### src/rtl/core/tmb_pkg.sv
// tmb_pkg: shared constants, request and result codes, cell command types
// for the tick timer bank. No dependencies.
`default_nettype none

package tmb_pkg;

  // field widths
  localparam int REQ_W  = 2;
  localparam int ID_W   = 4;
  localparam int MS_W   = 16;
  localparam int LOOP_W = 16;
  localparam int RATE_W = 10;
  localparam int KIND_W = 2;

  // default sizes for the top level parameters
  localparam int NUM_TIMERS_DEF  = 16;
  localparam int COUNT_WIDTH_DEF = 16;

  // tick rate after reset
  localparam logic [RATE_W-1:0] RATE_RST = 10'd60;

  // divide by 1000 through a reciprocal: floor(x * RECIP / 2^RECIP_SH)
  // is exact for every x below 2^XW
  localparam int XW       = RATE_W + MS_W;
  localparam int RECIP_W  = 27;
  localparam int RECIP_SH = 36;
  localparam logic [RECIP_W-1:0] RECIP = 27'd68719477;
  localparam int PROD_W   = XW + RECIP_W;
  localparam int QW       = PROD_W - RECIP_SH;

  typedef enum logic [REQ_W-1:0] {
    REQ_TICK   = 2'd0,
    REQ_CREATE = 2'd1,
    REQ_RESET  = 2'd2,
    REQ_STOP   = 2'd3
  } req_t;

  typedef enum logic [KIND_W-1:0] {
    KIND_IDLE    = 2'd0,
    KIND_FIRE    = 2'd1,
    KIND_CREATED = 2'd2,
    KIND_DONE    = 2'd3
  } kind_t;

  // operation broadcast to every cell in a cycle
  typedef enum logic [2:0] {
    CELL_NOP     = 3'd0,
    CELL_TICK    = 3'd1,
    CELL_CREATE  = 3'd2,
    CELL_RESTART = 3'd3,
    CELL_STOP    = 3'd4
  } cell_op_t;

  typedef struct packed {
    cell_op_t                  op;
    logic                      paused;
    logic                      hold;
    logic signed [LOOP_W-1:0]  loop;
  } cell_cmd_t;

  typedef struct packed {
    logic live;
    logic fire;
  } cell_stat_t;

endpackage

`default_nettype wire

### src/rtl/core/tmb_period.sv
// tmb_period: two-stage converter from a delay in ms to a period in ticks
// (rate * ms / 1000, saturated). Depends on tmb_pkg.
`default_nettype none

module tmb_period #(
  parameter int COUNT_WIDTH = tmb_pkg::COUNT_WIDTH_DEF
) (
  input  logic                        clk,
  input  logic [tmb_pkg::RATE_W-1:0]  tick_rate,
  input  logic [tmb_pkg::MS_W-1:0]    period_ms,
  output logic [COUNT_WIDTH-1:0]      period
);
  import tmb_pkg::*;

  localparam logic [32:0] CNT_MAX = (33'd1 << COUNT_WIDTH) - 33'd1;

  logic [XW-1:0]     x_r;
  logic [QW-1:0]     q_r;
  logic              zero_a_r;
  logic              zero_b_r;
  logic [PROD_W-1:0] prod;
  logic [32:0]       q_wide;

  // stage one: rate times delay
  always_ff @(posedge clk) begin
    x_r      <= XW'(tick_rate) * XW'(period_ms);
    zero_a_r <= (period_ms == '0);
  end

  // stage two: reciprocal multiply, keep the quotient bits
  assign prod = PROD_W'(x_r) * PROD_W'(RECIP);

  always_ff @(posedge clk) begin
    q_r      <= prod[RECIP_SH +: QW];
    zero_b_r <= zero_a_r;
  end

  // saturate to the counter width, zero delay gives one tick
  assign q_wide = 33'(q_r);

  always_comb begin
    if (zero_b_r) begin
      period = COUNT_WIDTH'(1);
    end else if (q_wide > CNT_MAX) begin
      period = CNT_MAX[COUNT_WIDTH-1:0];
    end else begin
      period = q_wide[COUNT_WIDTH-1:0];
    end
  end

endmodule

`default_nettype wire

### src/rtl/core/tmb_cell.sv
// tmb_cell: one timer slot of the chain, with its own count, period and
// repeat state, and a visit token handed to the next cell. Depends on tmb_pkg.
`default_nettype none

module tmb_cell #(
  parameter int COUNT_WIDTH = tmb_pkg::COUNT_WIDTH_DEF
) (
  input  logic                    clk,
  input  logic                    rst_n,
  input  logic                    tok_in,
  input  logic                    sel,
  input  tmb_pkg::cell_cmd_t      cmd,
  input  logic [COUNT_WIDTH-1:0]  period_in,
  output logic                    tok_out,
  output tmb_pkg::cell_stat_t     stat
);
  import tmb_pkg::*;

  localparam logic [COUNT_WIDTH-1:0] CNT_MAX = {COUNT_WIDTH{1'b1}};

  logic                      live_r,   live_nxt;
  logic                      tok_r,    tok_nxt;
  logic [COUNT_WIDTH-1:0]    period_r, period_nxt;
  logic [COUNT_WIDTH-1:0]    cnt_r,    cnt_nxt;
  logic signed [LOOP_W-1:0]  rset_r,   rset_nxt;
  logic signed [LOOP_W-1:0]  rleft_r,  rleft_nxt;
  logic                      hold_r,   hold_nxt;
  logic                      done_r,   done_nxt;

  logic [COUNT_WIDTH-1:0]    cnt_inc;
  logic signed [LOOP_W-1:0]  rdec;
  logic                      act;
  logic                      hit;

  // saturating count step and expiry test
  assign cnt_inc = (cnt_r == CNT_MAX) ? cnt_r : cnt_r + COUNT_WIDTH'(1);
  assign rdec    = rleft_r - LOOP_W'(1);
  assign act     = live_r & ~done_r & ~(hold_r & cmd.paused);
  assign hit     = tok_r & act & (cnt_inc >= period_r);

  always_comb begin
    live_nxt   = live_r;
    tok_nxt    = tok_r;
    period_nxt = period_r;
    cnt_nxt    = cnt_r;
    rset_nxt   = rset_r;
    rleft_nxt  = rleft_r;
    hold_nxt   = hold_r;
    done_nxt   = done_r;
    unique case (cmd.op)
      CELL_TICK: begin
        tok_nxt = tok_in;
        if (tok_r && act) begin
          cnt_nxt = cnt_inc;
          if (hit) begin
            cnt_nxt = '0;
            if (!rset_r[LOOP_W-1]) begin
              // counted timer finishes once repeats run out
              rleft_nxt = rdec;
              done_nxt  = rdec[LOOP_W-1];
            end else begin
              rleft_nxt = rset_r;
              done_nxt  = 1'b0;
            end
          end
        end
      end
      CELL_CREATE: begin
        if (sel) begin
          live_nxt   = 1'b1;
          period_nxt = period_in;
          cnt_nxt    = '0;
          rset_nxt   = cmd.loop;
          rleft_nxt  = cmd.loop;
          hold_nxt   = cmd.hold;
          done_nxt   = 1'b0;
        end
      end
      CELL_RESTART: begin
        if (sel && live_r) begin
          cnt_nxt   = '0;
          rleft_nxt = rset_r;
          done_nxt  = 1'b0;
        end
      end
      CELL_STOP: begin
        if (sel && live_r) begin
          cnt_nxt   = period_r;
          rleft_nxt = rset_r;
          done_nxt  = 1'b1;
        end
      end
      default: begin
      end
    endcase
  end

  // control state
  always_ff @(posedge clk) begin
    if (!rst_n) begin
      live_r <= 1'b0;
      tok_r  <= 1'b0;
    end else begin
      live_r <= live_nxt;
      tok_r  <= tok_nxt;
    end
  end

  // slot contents
  always_ff @(posedge clk) begin
    period_r <= period_nxt;
    cnt_r    <= cnt_nxt;
    rset_r   <= rset_nxt;
    rleft_r  <= rleft_nxt;
    hold_r   <= hold_nxt;
    done_r   <= done_nxt;
  end

  assign tok_out   = tok_r;
  assign stat.live = live_r;
  assign stat.fire = hit;

endmodule

`default_nettype wire

### src/rtl/core/multi_channel_tick_timer_bank.sv
// multi_channel_tick_timer_bank: top level with request sequencer, chain of
// timer cells, period converter and result register.
// Depends on tmb_pkg, tmb_period and tmb_cell.
//
//   port group | direction | handshake          | beat carries
//   in_*       | input     | in_valid/in_ready  | one request
//   out_*      | output    | out_valid/out_ready| one result
//   cfg_*      | input     | cfg_wr_en only     | tick rate
//
// On a tick a visit token walks the cell chain one slot a cycle, and S_FINISH
// flushes the final fire or the idle result. Create passes S_CALC_A, S_CALC_B
// (two multiplier stages); reset and stop use S_ADDR, a firing stop also
// S_STOP_DONE. A stalled result register holds the token walk until it drains.
// Reset is synchronous and clears all slots to not live and next slot to 0.
`default_nettype none

module multi_channel_tick_timer_bank #(
  parameter int NUM_TIMERS  = tmb_pkg::NUM_TIMERS_DEF,
  parameter int COUNT_WIDTH = tmb_pkg::COUNT_WIDTH_DEF
) (
  input  logic                              clk,
  input  logic                              rst_n,
  input  logic                              cfg_wr_en,
  input  logic [tmb_pkg::RATE_W-1:0]        cfg_wr_data,
  input  logic                              in_valid,
  output logic                              in_ready,
  input  logic [tmb_pkg::REQ_W-1:0]         in_req_type,
  input  logic [tmb_pkg::ID_W-1:0]          in_timer_id,
  input  logic [tmb_pkg::MS_W-1:0]          in_period_ms,
  input  logic signed [tmb_pkg::LOOP_W-1:0] in_loop_count,
  input  logic                              in_pause_sensitive,
  input  logic                              in_fire_on_stop,
  input  logic                              in_paused,
  output logic                              out_valid,
  input  logic                              out_ready,
  output logic [tmb_pkg::KIND_W-1:0]        out_result_kind,
  output logic [tmb_pkg::ID_W-1:0]          out_timer_id_res,
  output logic                              out_found,
  output logic                              out_last
);
  import tmb_pkg::*;

  localparam int IW = (NUM_TIMERS > 1) ? $clog2(NUM_TIMERS) : 1;

  typedef enum logic [7:0] {
    S_IDLE      = 8'b0000_0001,
    S_SWEEP     = 8'b0000_0010,
    S_FINISH    = 8'b0000_0100,
    S_CALC_A    = 8'b0000_1000,
    S_CALC_B    = 8'b0001_0000,
    S_CREATE    = 8'b0010_0000,
    S_ADDR      = 8'b0100_0000,
    S_STOP_DONE = 8'b1000_0000
  } state_t;

  state_t state_r, state_nxt;

  logic [RATE_W-1:0]         rate_r;
  req_t                      req_r;
  logic [ID_W-1:0]           id_r;
  logic [MS_W-1:0]           ms_r;
  logic signed [LOOP_W-1:0]  loop_r;
  logic                      ps_r;
  logic                      fos_r;
  logic                      paused_r;

  logic [IW-1:0]             idx_r, idx_nxt;
  logic [IW-1:0]             next_slot_r, next_slot_nxt;
  logic                      pend_v_r, pend_v_nxt;
  logic [ID_W-1:0]           pend_id_r, pend_id_nxt;

  logic                      out_valid_r;
  kind_t                     out_kind_r;
  logic [ID_W-1:0]           out_id_r;
  logic                      out_found_r;
  logic                      out_last_r;

  logic                      push;
  kind_t                     push_kind;
  logic [ID_W-1:0]           push_id;
  logic                      push_found;
  logic                      push_last;

  logic                      in_acc;
  logic                      out_free;
  logic                      inject;
  cell_cmd_t                 cmd;
  logic [NUM_TIMERS-1:0]     sel_vec;
  logic [NUM_TIMERS-1:0]     sel_create;
  logic [NUM_TIMERS-1:0]     sel_addr;
  logic [NUM_TIMERS-1:0]     tok_vec;
  logic [NUM_TIMERS-1:0]     live_vec;
  logic [NUM_TIMERS-1:0]     fire_vec;
  logic                      live_addr;
  logic                      fire_any;
  logic [COUNT_WIDTH-1:0]    period;

  assign in_ready = (state_r == S_IDLE);
  assign in_acc   = in_valid & in_ready;
  assign out_free = ~out_valid_r | out_ready;

  // tick rate register
  always_ff @(posedge clk) begin
    if (!rst_n) begin
      rate_r <= RATE_RST;
    end else if (cfg_wr_en) begin
      rate_r <= cfg_wr_data;
    end
  end

  // request capture
  always_ff @(posedge clk) begin
    if (in_acc) begin
      req_r    <= req_t'(in_req_type);
      id_r     <= in_timer_id;
      ms_r     <= in_period_ms;
      loop_r   <= in_loop_count;
      ps_r     <= in_pause_sensitive;
      fos_r    <= in_fire_on_stop;
      paused_r <= in_paused;
    end
  end

  // delay to ticks
  tmb_period #(
    .COUNT_WIDTH (COUNT_WIDTH)
  ) u_period (
    .clk       (clk),
    .tick_rate (rate_r),
    .period_ms (ms_r),
    .period    (period)
  );

  // slot decode for create and for reset or stop
  for (genvar i = 0; i < NUM_TIMERS; i++) begin : g_sel
    assign sel_create[i] = (next_slot_r == IW'(i));
    assign sel_addr[i]   = (32'(id_r) == i);
  end

  assign live_addr = |(sel_addr & live_vec);
  assign fire_any  = |fire_vec;

  // chain of timer cells, token enters at slot 0
  for (genvar i = 0; i < NUM_TIMERS; i++) begin : g_cell
    cell_stat_t st;
    logic       tin;

    if (i == 0) begin : g_head
      assign tin = inject;
    end else begin : g_link
      assign tin = tok_vec[i-1];
    end

    tmb_cell #(
      .COUNT_WIDTH (COUNT_WIDTH)
    ) u_cell (
      .clk       (clk),
      .rst_n     (rst_n),
      .tok_in    (tin),
      .sel       (sel_vec[i]),
      .cmd       (cmd),
      .period_in (period),
      .tok_out   (tok_vec[i]),
      .stat      (st)
    );

    assign live_vec[i] = st.live;
    assign fire_vec[i] = st.fire;
  end

  // request sequencer
  always_comb begin
    state_nxt     = state_r;
    cmd.op        = CELL_NOP;
    cmd.paused    = paused_r;
    cmd.hold      = ps_r;
    cmd.loop      = loop_r;
    sel_vec       = '0;
    inject        = 1'b0;
    idx_nxt       = idx_r;
    next_slot_nxt = next_slot_r;
    pend_v_nxt    = pend_v_r;
    pend_id_nxt   = pend_id_r;
    push          = 1'b0;
    push_kind     = KIND_IDLE;
    push_id       = '0;
    push_found    = 1'b0;
    push_last     = 1'b0;
    unique case (state_r)
      S_IDLE: begin
        if (in_acc) begin
          unique case (req_t'(in_req_type))
            REQ_TICK: begin
              cmd.op    = CELL_TICK;
              inject    = 1'b1;
              idx_nxt   = '0;
              state_nxt = S_SWEEP;
            end
            REQ_CREATE: state_nxt = S_CALC_A;
            REQ_RESET:  state_nxt = S_ADDR;
            REQ_STOP:   state_nxt = S_ADDR;
            default:    state_nxt = S_IDLE;
          endcase
        end
      end
      S_SWEEP: begin
        // one slot per beat slot; the previous fire goes out when a new one shows
        if (out_free) begin
          cmd.op  = CELL_TICK;
          idx_nxt = idx_r + IW'(1);
          if (fire_any) begin
            if (pend_v_r) begin
              push       = 1'b1;
              push_kind  = KIND_FIRE;
              push_id    = pend_id_r;
              push_found = 1'b1;
            end
            pend_v_nxt  = 1'b1;
            pend_id_nxt = ID_W'(idx_r);
          end
          if (tok_vec[NUM_TIMERS-1]) begin
            state_nxt = S_FINISH;
          end
        end
      end
      S_FINISH: begin
        if (out_free) begin
          push      = 1'b1;
          push_last = 1'b1;
          if (pend_v_r) begin
            push_kind  = KIND_FIRE;
            push_id    = pend_id_r;
            push_found = 1'b1;
          end
          pend_v_nxt = 1'b0;
          state_nxt  = S_IDLE;
        end
      end
      S_CALC_A: state_nxt = S_CALC_B;
      S_CALC_B: state_nxt = S_CREATE;
      S_CREATE: begin
        if (out_free) begin
          cmd.op    = CELL_CREATE;
          sel_vec   = sel_create;
          push      = 1'b1;
          push_kind = KIND_CREATED;
          push_id   = ID_W'(next_slot_r);
          push_last = 1'b1;
          if (next_slot_r == IW'(NUM_TIMERS - 1)) begin
            next_slot_nxt = '0;
          end else begin
            next_slot_nxt = next_slot_r + IW'(1);
          end
          state_nxt = S_IDLE;
        end
      end
      S_ADDR: begin
        if (out_free) begin
          push    = 1'b1;
          push_id = id_r;
          if (req_r == REQ_STOP && fos_r && live_addr) begin
            // stop with fire: fire beat first
            push_kind  = KIND_FIRE;
            push_found = 1'b1;
            state_nxt  = S_STOP_DONE;
          end else begin
            cmd.op     = (req_r == REQ_RESET) ? CELL_RESTART : CELL_STOP;
            sel_vec    = sel_addr;
            push_kind  = KIND_DONE;
            push_found = live_addr;
            push_last  = 1'b1;
            state_nxt  = S_IDLE;
          end
        end
      end
      S_STOP_DONE: begin
        if (out_free) begin
          cmd.op     = CELL_STOP;
          sel_vec    = sel_addr;
          push       = 1'b1;
          push_kind  = KIND_DONE;
          push_id    = id_r;
          push_found = 1'b1;
          push_last  = 1'b1;
          state_nxt  = S_IDLE;
        end
      end
      default: state_nxt = S_IDLE;
    endcase
  end

  // sequencer registers
  always_ff @(posedge clk) begin
    if (!rst_n) begin
      state_r     <= S_IDLE;
      next_slot_r <= '0;
      pend_v_r    <= 1'b0;
      idx_r       <= '0;
    end else begin
      state_r     <= state_nxt;
      next_slot_r <= next_slot_nxt;
      pend_v_r    <= pend_v_nxt;
      idx_r       <= idx_nxt;
    end
  end

  always_ff @(posedge clk) begin
    pend_id_r <= pend_id_nxt;
  end

  // result register
  always_ff @(posedge clk) begin
    if (!rst_n) begin
      out_valid_r <= 1'b0;
    end else if (push) begin
      out_valid_r <= 1'b1;
    end else if (out_ready) begin
      out_valid_r <= 1'b0;
    end
  end

  always_ff @(posedge clk) begin
    if (push) begin
      out_kind_r  <= push_kind;
      out_id_r    <= push_id;
      out_found_r <= push_found;
      out_last_r  <= push_last;
    end
  end

  assign out_valid        = out_valid_r;
  assign out_result_kind  = out_kind_r;
  assign out_timer_id_res = out_id_r;
  assign out_found        = out_found_r;
  assign out_last         = out_last_r;

`ifndef NO_ASSERTIONS
  // never more than one slot visited at a time
  a_one_token: assert property (@(posedge clk) disable iff (!rst_n)
    $onehot0(tok_vec))
    else $error("more than one cell holds the visit token");

  // token only travels during a sweep
  a_tok_idle: assert property (@(posedge clk) disable iff (!rst_n)
    in_ready |-> (tok_vec == '0))
    else $error("visit token left in the chain while idle");

  // a held fire only exists while a tick is being worked
  a_pend_scope: assert property (@(posedge clk) disable iff (!rst_n)
    pend_v_r |-> (state_r == S_SWEEP || state_r == S_FINISH))
    else $error("pending fire outside a tick");

  // a created slot is live afterwards
  a_create_live: assert property (@(posedge clk) disable iff (!rst_n)
    (cmd.op == CELL_CREATE) |=> ((live_vec & $past(sel_create)) != '0))
    else $error("created slot not live");
`endif

endmodule

`default_nettype wire
### config.mk
export PLATFORM = sky130hd
export DESIGN_NAME = multi_channel_tick_timer_bank
export DESIGN_NICKNAME = d
export VERILOG_FILES = /design/src/rtl/core/tmb_pkg.sv /design/src/rtl/core/tmb_period.sv /design/src/rtl/core/tmb_cell.sv /design/src/rtl/core/multi_channel_tick_timer_bank.sv
export SDC_FILE = /design/constraint.sdc
export NUM_CORES = 2
export LEC_CHECK = 0
export BUFFER_PORTS_ARGS = -buffer_cell sky130_fd_sc_hd__buf_2
export CAP_MARGIN = 20
export CORE_MARGIN = 5
export CORE_UTILIZATION = 50
export DETAILED_ROUTE_END_ITERATION = 8
export PLACE_DENSITY = 0.68
export SYNTH_ARGS = -nofsm -noshare
export SYNTH_HDL_FRONTEND = slang
export SYNTH_SLANG_ARGS = --single-unit
### constraint.sdc
create_clock -name clk -period 8.65 [get_ports clk]
set_input_delay 0.865 -clock clk [delete_from_list [all_inputs] [get_ports clk]]
set_output_delay 0.865 -clock clk [all_outputs]
set_load 0.05 [all_outputs]
Word-level counts from Yosys, hierarchy flattened

Index checks and enable logic that the tools add are counted.

Flip-flop bits (word level): 1214
Input port bits: 56
Output and inout bits: 10
Logic and storage cells: 991

$add $sub $neg: 34
$mul: 2
Magnitude comparators: 17
Equal/unequal tests: 167
Mux-type cells: 386
Bitwise gates (word level): 116
Reductions and logical operators: 119

Operator list:

| cell                                                                   | number |
|---|---|
| 16-bit 2-to-1 mux                                                      | 182 |
| 16-bit case mux with 4 select lines                                    | 16 |
| 16-bit case mux with 3 select lines                                    | 17 |
| 16-bit by 1-bit adder with 16-bit output (second input constant)       | 16 |
| 16-bit equality test (second input constant)                           | 16 |
| 16-bit greater-or-equal comparator                                     | 16 |
| 16-bit by 2-bit subtractor with 16-bit output (second input constant)  | 16 |
| 2-bit by 1-bit != test with 1-bit output (second input constant)       | 84 |
| 5-bit AND reduction                                                    | 33 |
| 1-bit 2-to-1 mux                                                       | 119 |
| 6-bit AND reduction                                                    | 16 |
| 1-bit AND                                                              | 81 |
| 1-bit case mux with 4 select lines                                     | 17 |
| 4-bit equality test (second input constant)                            | 16 |
| 26-bit by 27-bit multiplier with 53-bit output (second input constant) | 1 |
| 8-bit 2-to-1 mux                                                       | 6 |
| 8-bit case mux with 6 select lines                                     | 1 |
| 4-bit 2-to-1 mux                                                       | 10 |
| 2-bit != test (second input constant)                                  | 20 |
| 1-bit logical AND                                                      | 34 |
| 2-bit AND reduction                                                    | 17 |
| 1-bit inverter                                                         | 33 |
| 4-bit by 3-bit equality test with 1-bit output (second input constant) | 8 |
| 16-bit OR reduction                                                    | 2 |
| 39 further kinds                                                       | 64 |

Depth between registers and ports, before layout

Depth after elaboration: 11
Depth in mapped cells: 27
Gate-level depth less buffers: 27

Hierarchy

From an unflattened synthesis, not the netlist that was laid out.

Cell total of the unflattened synthesis: 7903
Area, all modules: 82723.1 um^2

By module, submodules not included:

| module                        | times used | cells an instance | area an instance (um^2) | sequential area each (um^2) |
|---|---|---|---|---|
| tmb_cell                      | 16         | 368               | 3925.0                  | 2021.9 |
| tmb_period                    | 1          | 1687              | 16201.8                 | 900.9 |
| multi_channel_tick_timer_bank | 1          | 328               | 3721.1                  | 2152.1 |

Worst setup path before layout

Ideal clock, no wire load.

Path type: register -> register
Start: reg u_period.x_r[24]
End: reg u_period.q_r[15]
Library setup time: 72 ps
Data arrival time: 6455 ps
Data required time: 8578 ps
Path slack: 2123 ps
Stages on the path, launching flop included: 22
Path buffers: 0
Period minus slack after synthesis: 6527 ps
Path through: dfxtp_1 > fa_1 > inv_1 > fa_1 > fa_1 > inv_1 > fa_1 > fa_1 > inv_1 > fa_1 > fa_1 > inv_1 > ha_1 > and4_1 > and4_1 > nand4_1 > o21a_1 > o31ai_1 > a21oi_1 > o21ai_0 > a21o_1 > xor2_1

Longest elaborated chain between the ends: 1

Ends and longest elaborated chain:

| item                                           | RTL line         | RTL |
|---|---|---|
| start, declared                                | tmb_period.sv:17 | `logic [XW-1:0] x_r;` |
| start signal, assigned                         | tmb_period.sv:26 | `x_r <= XW'(tick_rate) * XW'(period_ms);` |
| 26-bit by 27-bit multiplier with 53-bit output | tmb_period.sv:31 | `assign prod = PROD_W'(x_r) * PROD_W'(RECIP);` |
| net u_period.prod[51]                          | tmb_period.sv:21 | `logic [PROD_W-1:0] prod;` |
| end signal, assigned                           | tmb_period.sv:34 | `q_r <= prod[RECIP_SH +: QW];` |
| end, declared                                  | tmb_period.sv:18 | `logic [QW-1:0] q_r;` |

The timed path passes the listed nets, and every way through them passes these cells.
A chain may end at the register's enable or synchronous reset.

Worst setup path in the final report

Start: reg g_cell[9].u_cell.cnt_r[7]
End: reg out_id_r[1] (netlist: out_timer_id_res[1]), data pin

Longest elaborated chain between the ends: 8
Elaborated cells on any way between the ends: 9
Classes of those cells: add/sub (1); order compare (1); eq/ne (1); mux (4); bitwise (1); reduce/logical (1)

Ends and longest elaborated chain:

| item                                                                             | RTL line                             | RTL |
|---|---|---|
| start, declared                                                                  | tmb_cell.sv:24                       | `logic [COUNT_WIDTH-1:0] cnt_r, cnt_nxt;` |
| start signal, assigned                                                           | tmb_cell.sv:112                      | `cnt_r <= cnt_nxt;` |
| 16-bit by 1-bit adder with 16-bit output or 16-bit equality test (tied branches) | tmb_cell.sv:36                       | `assign cnt_inc = (cnt_r == CNT_MAX) ? cnt_r : cnt_r + COUNT_WIDTH'(1);` |
| 16-bit 2-to-1 mux *                                                              | tmb_cell.sv:36                       |  |
| 16-bit greater-or-equal comparator *                                             | tmb_cell.sv:39                       | `assign hit = tok_r & act & (cnt_inc >= period_r);` |
| 1-bit AND *                                                                      | tmb_cell.sv:39                       |  |
| 16-bit OR reduction *                                                            | multi_channel_tick_timer_bank.sv:141 | `assign fire_any = \|fire_vec;` |
| 4-bit 2-to-1 mux *                                                               | multi_channel_tick_timer_bank.sv:211 | `if (fire_any) begin` |
| 4-bit 2-to-1 mux *                                                               | multi_channel_tick_timer_bank.sv:208 | `if (out_free) begin` |
| 4-bit case mux with 4 select lines *                                             | multi_channel_tick_timer_bank.sv:189 | `unique case (state_r)` |
| net push_id[1]                                                                   | multi_channel_tick_timer_bank.sv:80  | `logic [ID_W-1:0] push_id;` |
| end signal, assigned                                                             | multi_channel_tick_timer_bank.sv:325 | `out_id_r <= push_id;` |
| end, declared                                                                    | multi_channel_tick_timer_bank.sv:74  | `logic [ID_W-1:0] out_id_r;` |

Mark *: on every way through the listed nets, which the timed path passes. The rest lies on a longest branch.

==> metrics.md <==
| Metric | Value |
|---|---|
| CTS Buf Count | 133 |
| Initial Util | 50.23% |
| Post-CTS setup buffers | 0 |
| Final setup fails | 0 |
| RSZ-0062 raised after global routing | false |
| DR WL/cell | 22.18 microns |
| Mapped cell area | 75240 sq um |
| Vias per std cell | 5.872 |
| Ys async rst share | 0% |
| I/O Pins | 66 |
| Register area share after synthesis | 47.06% |
| Clk sinks | 1214 |
| Crit end category | flip-flop |
| Syn_nets | 7743 |
| Worst path buffer plus inverter count | 0 |
| Post-Route Setup TNS | 0 ps |
| Yosys warnings | 0 |
| Area of the multi-input gates | 36040 sq um |
| DRT Wirelength | 199300 microns |
| Post-CTS sizing | 0 |
| Clock tree buffer depth | 3 |
| WP depth | 20 |
| Critical Path RT | 9140 ps |
| Hold crit path type | in -> reg |
| H-Tree Depth | 4 |
| Mapped Cells | 6743 |
| Leading cell type in the layout, fill and taps excluded | edfxtp_1 |
| Worst EP arrival | 7850 ps |
| NumNets Final | 7852 |
| Crit-path most repeated cell | o21ai_0 |
| Pre-Repair DR Iteration Count | 6 |
| Root Driver | clkbuf_16 |
| Post-route DRC | 0 |
| Worst flop-to-flop path endpoint | out_timer_id_res[1]$_DFFE_PP_ |
| Internal reg-to-reg setup slack | 1280 ps |
| Cell chain of the critical path | and3_1 > and3_1 > nand2_1 > nor3_1 > nand4_1 > nor2b_1 > nand3_1 > xnor2_1 > ha_1 > a21o_1 > a21o_1 > a211oi_1 > o21ai_0 > a2111oi_0 > or3_1 > nand4_1 > nor4_1 > a31oi_1 > o21ai_0 > o21ai_0 |
| Yosys reg bits | 1214 |
| Area Overhead vs Synth | 10.01% |
| Worst slew pin tran | 1130 ps |
| Synth unique cells | 83 |
| Initial antenna violation count | 21 |
| Hold path startpoint | in_period_ms[5] |
| Hold Path Sink | ms_r[5]$_DFFE_PP_ |
| Primary FF master, synth | edfxtp_1 |
| Row count | 142 |
| Worst-Skew Late Latency | 780 ps |
| Critical path origin | g_cell[9].u_cell.cnt_r[7]$_DFFE_PP_ |
| Die area | 158300 sq um |
| Fmax | 135.8 MHz |
| Placeable Area | 149800 sq um |
| Crit Path Class | reg -> reg |
| Die Ht | 397.9 microns |
| Number of global-route vias before repair | 52637 |
| Commonest non-fill, non-tap cells in the layout | 1109 x edfxtp_1, 796 x inv_1, 622 x ha_1 |
| Share of cells above drive strength 1 | 7.210% |
| Number of max-cap violations | 0 |
| Syn Area/Cell | 11.16 sq um |
| GRT Residual Overflow | 0 |
| CP Launch Type | flip-flop |
| Final worst path period share | 85.15% |
| Die X-Extent | 397.9 microns |
| Dpl hpwl | 136100 microns |
| Port buffer count | 65 |
| Reg clk slew, reported paths | 60 ps |
| Outcome | finished clean |
| Final Max Slew Viols | 0 |
| Final ANT Viol Nets | 0 |
| Worst path max stage delay | 840 ps |
| Final Critical Period | 7366 ps |
| Reg area | 35400 sq um |
| Clock skew | 29.96 ps |
| Hold path cells | 1 |
| Initial DRC count | 5054 |
| CP max FO | 19 |
| CTS tree | yes |
| Final Hold Vio Count | 0 |
| Reg2reg path depth | 20 |
| CP top delay family | simple AND/OR/NAND/NOR gates |
| First-pass GRT wire length | 306200 microns |
| Hold Buf Count CTS | 0 |
| Relative slew slack | 24.04% |
| Post-synth EDFFs | 1109 |
| Largest net degree at the start of global routing | 155 |
| Fill cell count | 12585 |
| Worst path slowest cell | o21ai_0 |
| Routed via count | 52763 |
| Total global-route track usage | 25.00% |
| RePlAce Congestion | 0.9147 |
| FF-to-FF Start | g_cell[9].u_cell.cnt_r[7]$_DFFE_PP_ |
==> how the worst max path moves through the flow <==
stage                                    end
3_5_place_dp        u_period.q_r[15]$_DFF_P_
2_1_floorplan       u_period.q_r[15]$_DFF_P_
6_report       out_timer_id_res[1]$_DFFE_PP_
4_1_cts             u_period.q_r[15]$_DFF_P_
3_3_place_gp        u_period.q_r[15]$_DFF_P_
5_1_grt                  out_found$_DFFE_PP_
==> worst reg2reg max path, stage by stage (launching register included) <==
cell and delay (ps):
edfxtp_1 410, and3_1 220, and3_1 190, nand2_1 80, nor3_1 440, nand4_1 480, nor2b_1 330, nand3_1 110
xnor2_1 150, ha_1 280, a21o_1 180, a21o_1 190, a211oi_1 260, o21ai_0 140, a2111oi_0 390, or3_1 730
nand4_1 190, nor4_1 790, a31oi_1 480, o21ai_0 840, o21ai_0 210
==> kinds of logic after synthesis <==
family	count (synthesis)	synth area share (%)
and+or+nand+nor	1967	12.43
xor gates and xnor gates	429	4.994
muxes	32	0.4706
buffers and inverters	1010	5.363
DFF	1214	47.06
AOI/OAI and AO/OA	1147	10.78
adders and majority gates	944	18.91
==> layout make-up <==
type / instances / share of cell area (%)
antenna: 6 / 0.01814
clock buffer: 175 / 4.373
clock inverter: 71 / 1.016
inverter: 799 / 3.623
multi-input combinational: 4519 / 43.54
sequential: 1214 / 42.77
tap: 2016 / 3.047
timing repair buffer: 185 / 1.611
==> metal layers <==
| layer | GRT usage, % | routed length [microns] | vias to the layer above |
|---|---|---|---|
| met2 | 40.47 | 92160 | 2173 |
| met4 | 7.140 | 5588 | 2 |
| met1 | 34.77 | 83660 | 25974 |
| li1 | - | - | 24275 |
| met3 | 4.436 | 17910 | 339 |
| met5 | 0 | 13 | - |
==> registers in the layout (all words and copies together), names as in the netlist, 4 cells and up <==
register,flops
g_cell.u_cell.cnt_r,256
g_cell.u_cell.done_r,16
g_cell.u_cell.hold_r,16
g_cell.u_cell.live_r,16
g_cell.u_cell.period_r,256
g_cell.u_cell.rleft_r,256
g_cell.u_cell.rset_r,256
g_cell.u_cell.tok_out,16
id_r,4
idx_r,4
loop_r,16
ms_r,16
next_slot_r,4
out_timer_id_res,4
pend_id_r,4
rate_r,10
state_r,8
u_period.q_r,17
u_period.x_r,26
==> synth_stat cells (all sizes together) (12+ instances only) <==
master / instances / area [sq um]
a21oi: 252 / 1261
or3: 62 / 387.9
nor2: 484 / 1867
nor3: 139 / 695.7
nand3: 220 / 1101
o21a: 42 / 315.3
o31a: 20 / 175.2
nor4: 63 / 400.4
nand4: 74 / 462.9
nand3b: 12 / 90.09
and4: 15 / 131.4
and2: 90 / 563.0
a211oi: 76 / 585.6
o211ai: 17 / 127.6
a31oi: 23 / 143.9
a21o: 80 / 600.6
o2111ai: 17 / 155.1
or4: 12 / 90.09
a211o: 26 / 227.7
edfxtp: 1109 / 33300
a221o: 14 / 140.1
buf: 79 / 540.5
o21ai: 236 / 1181
o31ai: 25 / 187.7
or2: 14 / 87.58
mux2i: 14 / 140.1
inv: 798 / 2995
clkbuf: 132 / 495.5
a22o: 31 / 271.5
mux2: 17 / 191.4
and3: 54 / 337.8
xor2: 180 / 1577
fa: 322 / 6446
nor2b: 39 / 244.0
a32o: 159 / 1592
nand2b: 50 / 312.8
xnor2: 249 / 2181
nand2: 609 / 2310
ha: 622 / 7782
o211a: 39 / 390.4
dfxtp: 105 / 2102
a21boi: 24 / 180.2
==> stage by stage <==
| stage | instances | hold WS (ps) | utilization, % | instance area [sq um] | worst slack [ps] |
|---|---|---|---|---|---|
| after floorplan | 6743 | 309.6 | - | 75240 | 2123 |
| after global placement | 8719 | 315.3 | 52.15 | 78110 | 1376 |
| after detailed placement | 8721 | 314.7 | 52.18 | 78150 | 1326 |
| after CTS | 8967 | 205.6 | 55.16 | 82610 | 1301 |
| after global routing | 8980 | 228.6 | 55.25 | 82760 | 690.8 |
| final | 8985 | 262.9 | 55.26 | 82770 | 1284 |
Power is not shown: default switching activity piles up to over one toggle a cycle in this logic, so the estimate is an artifact.
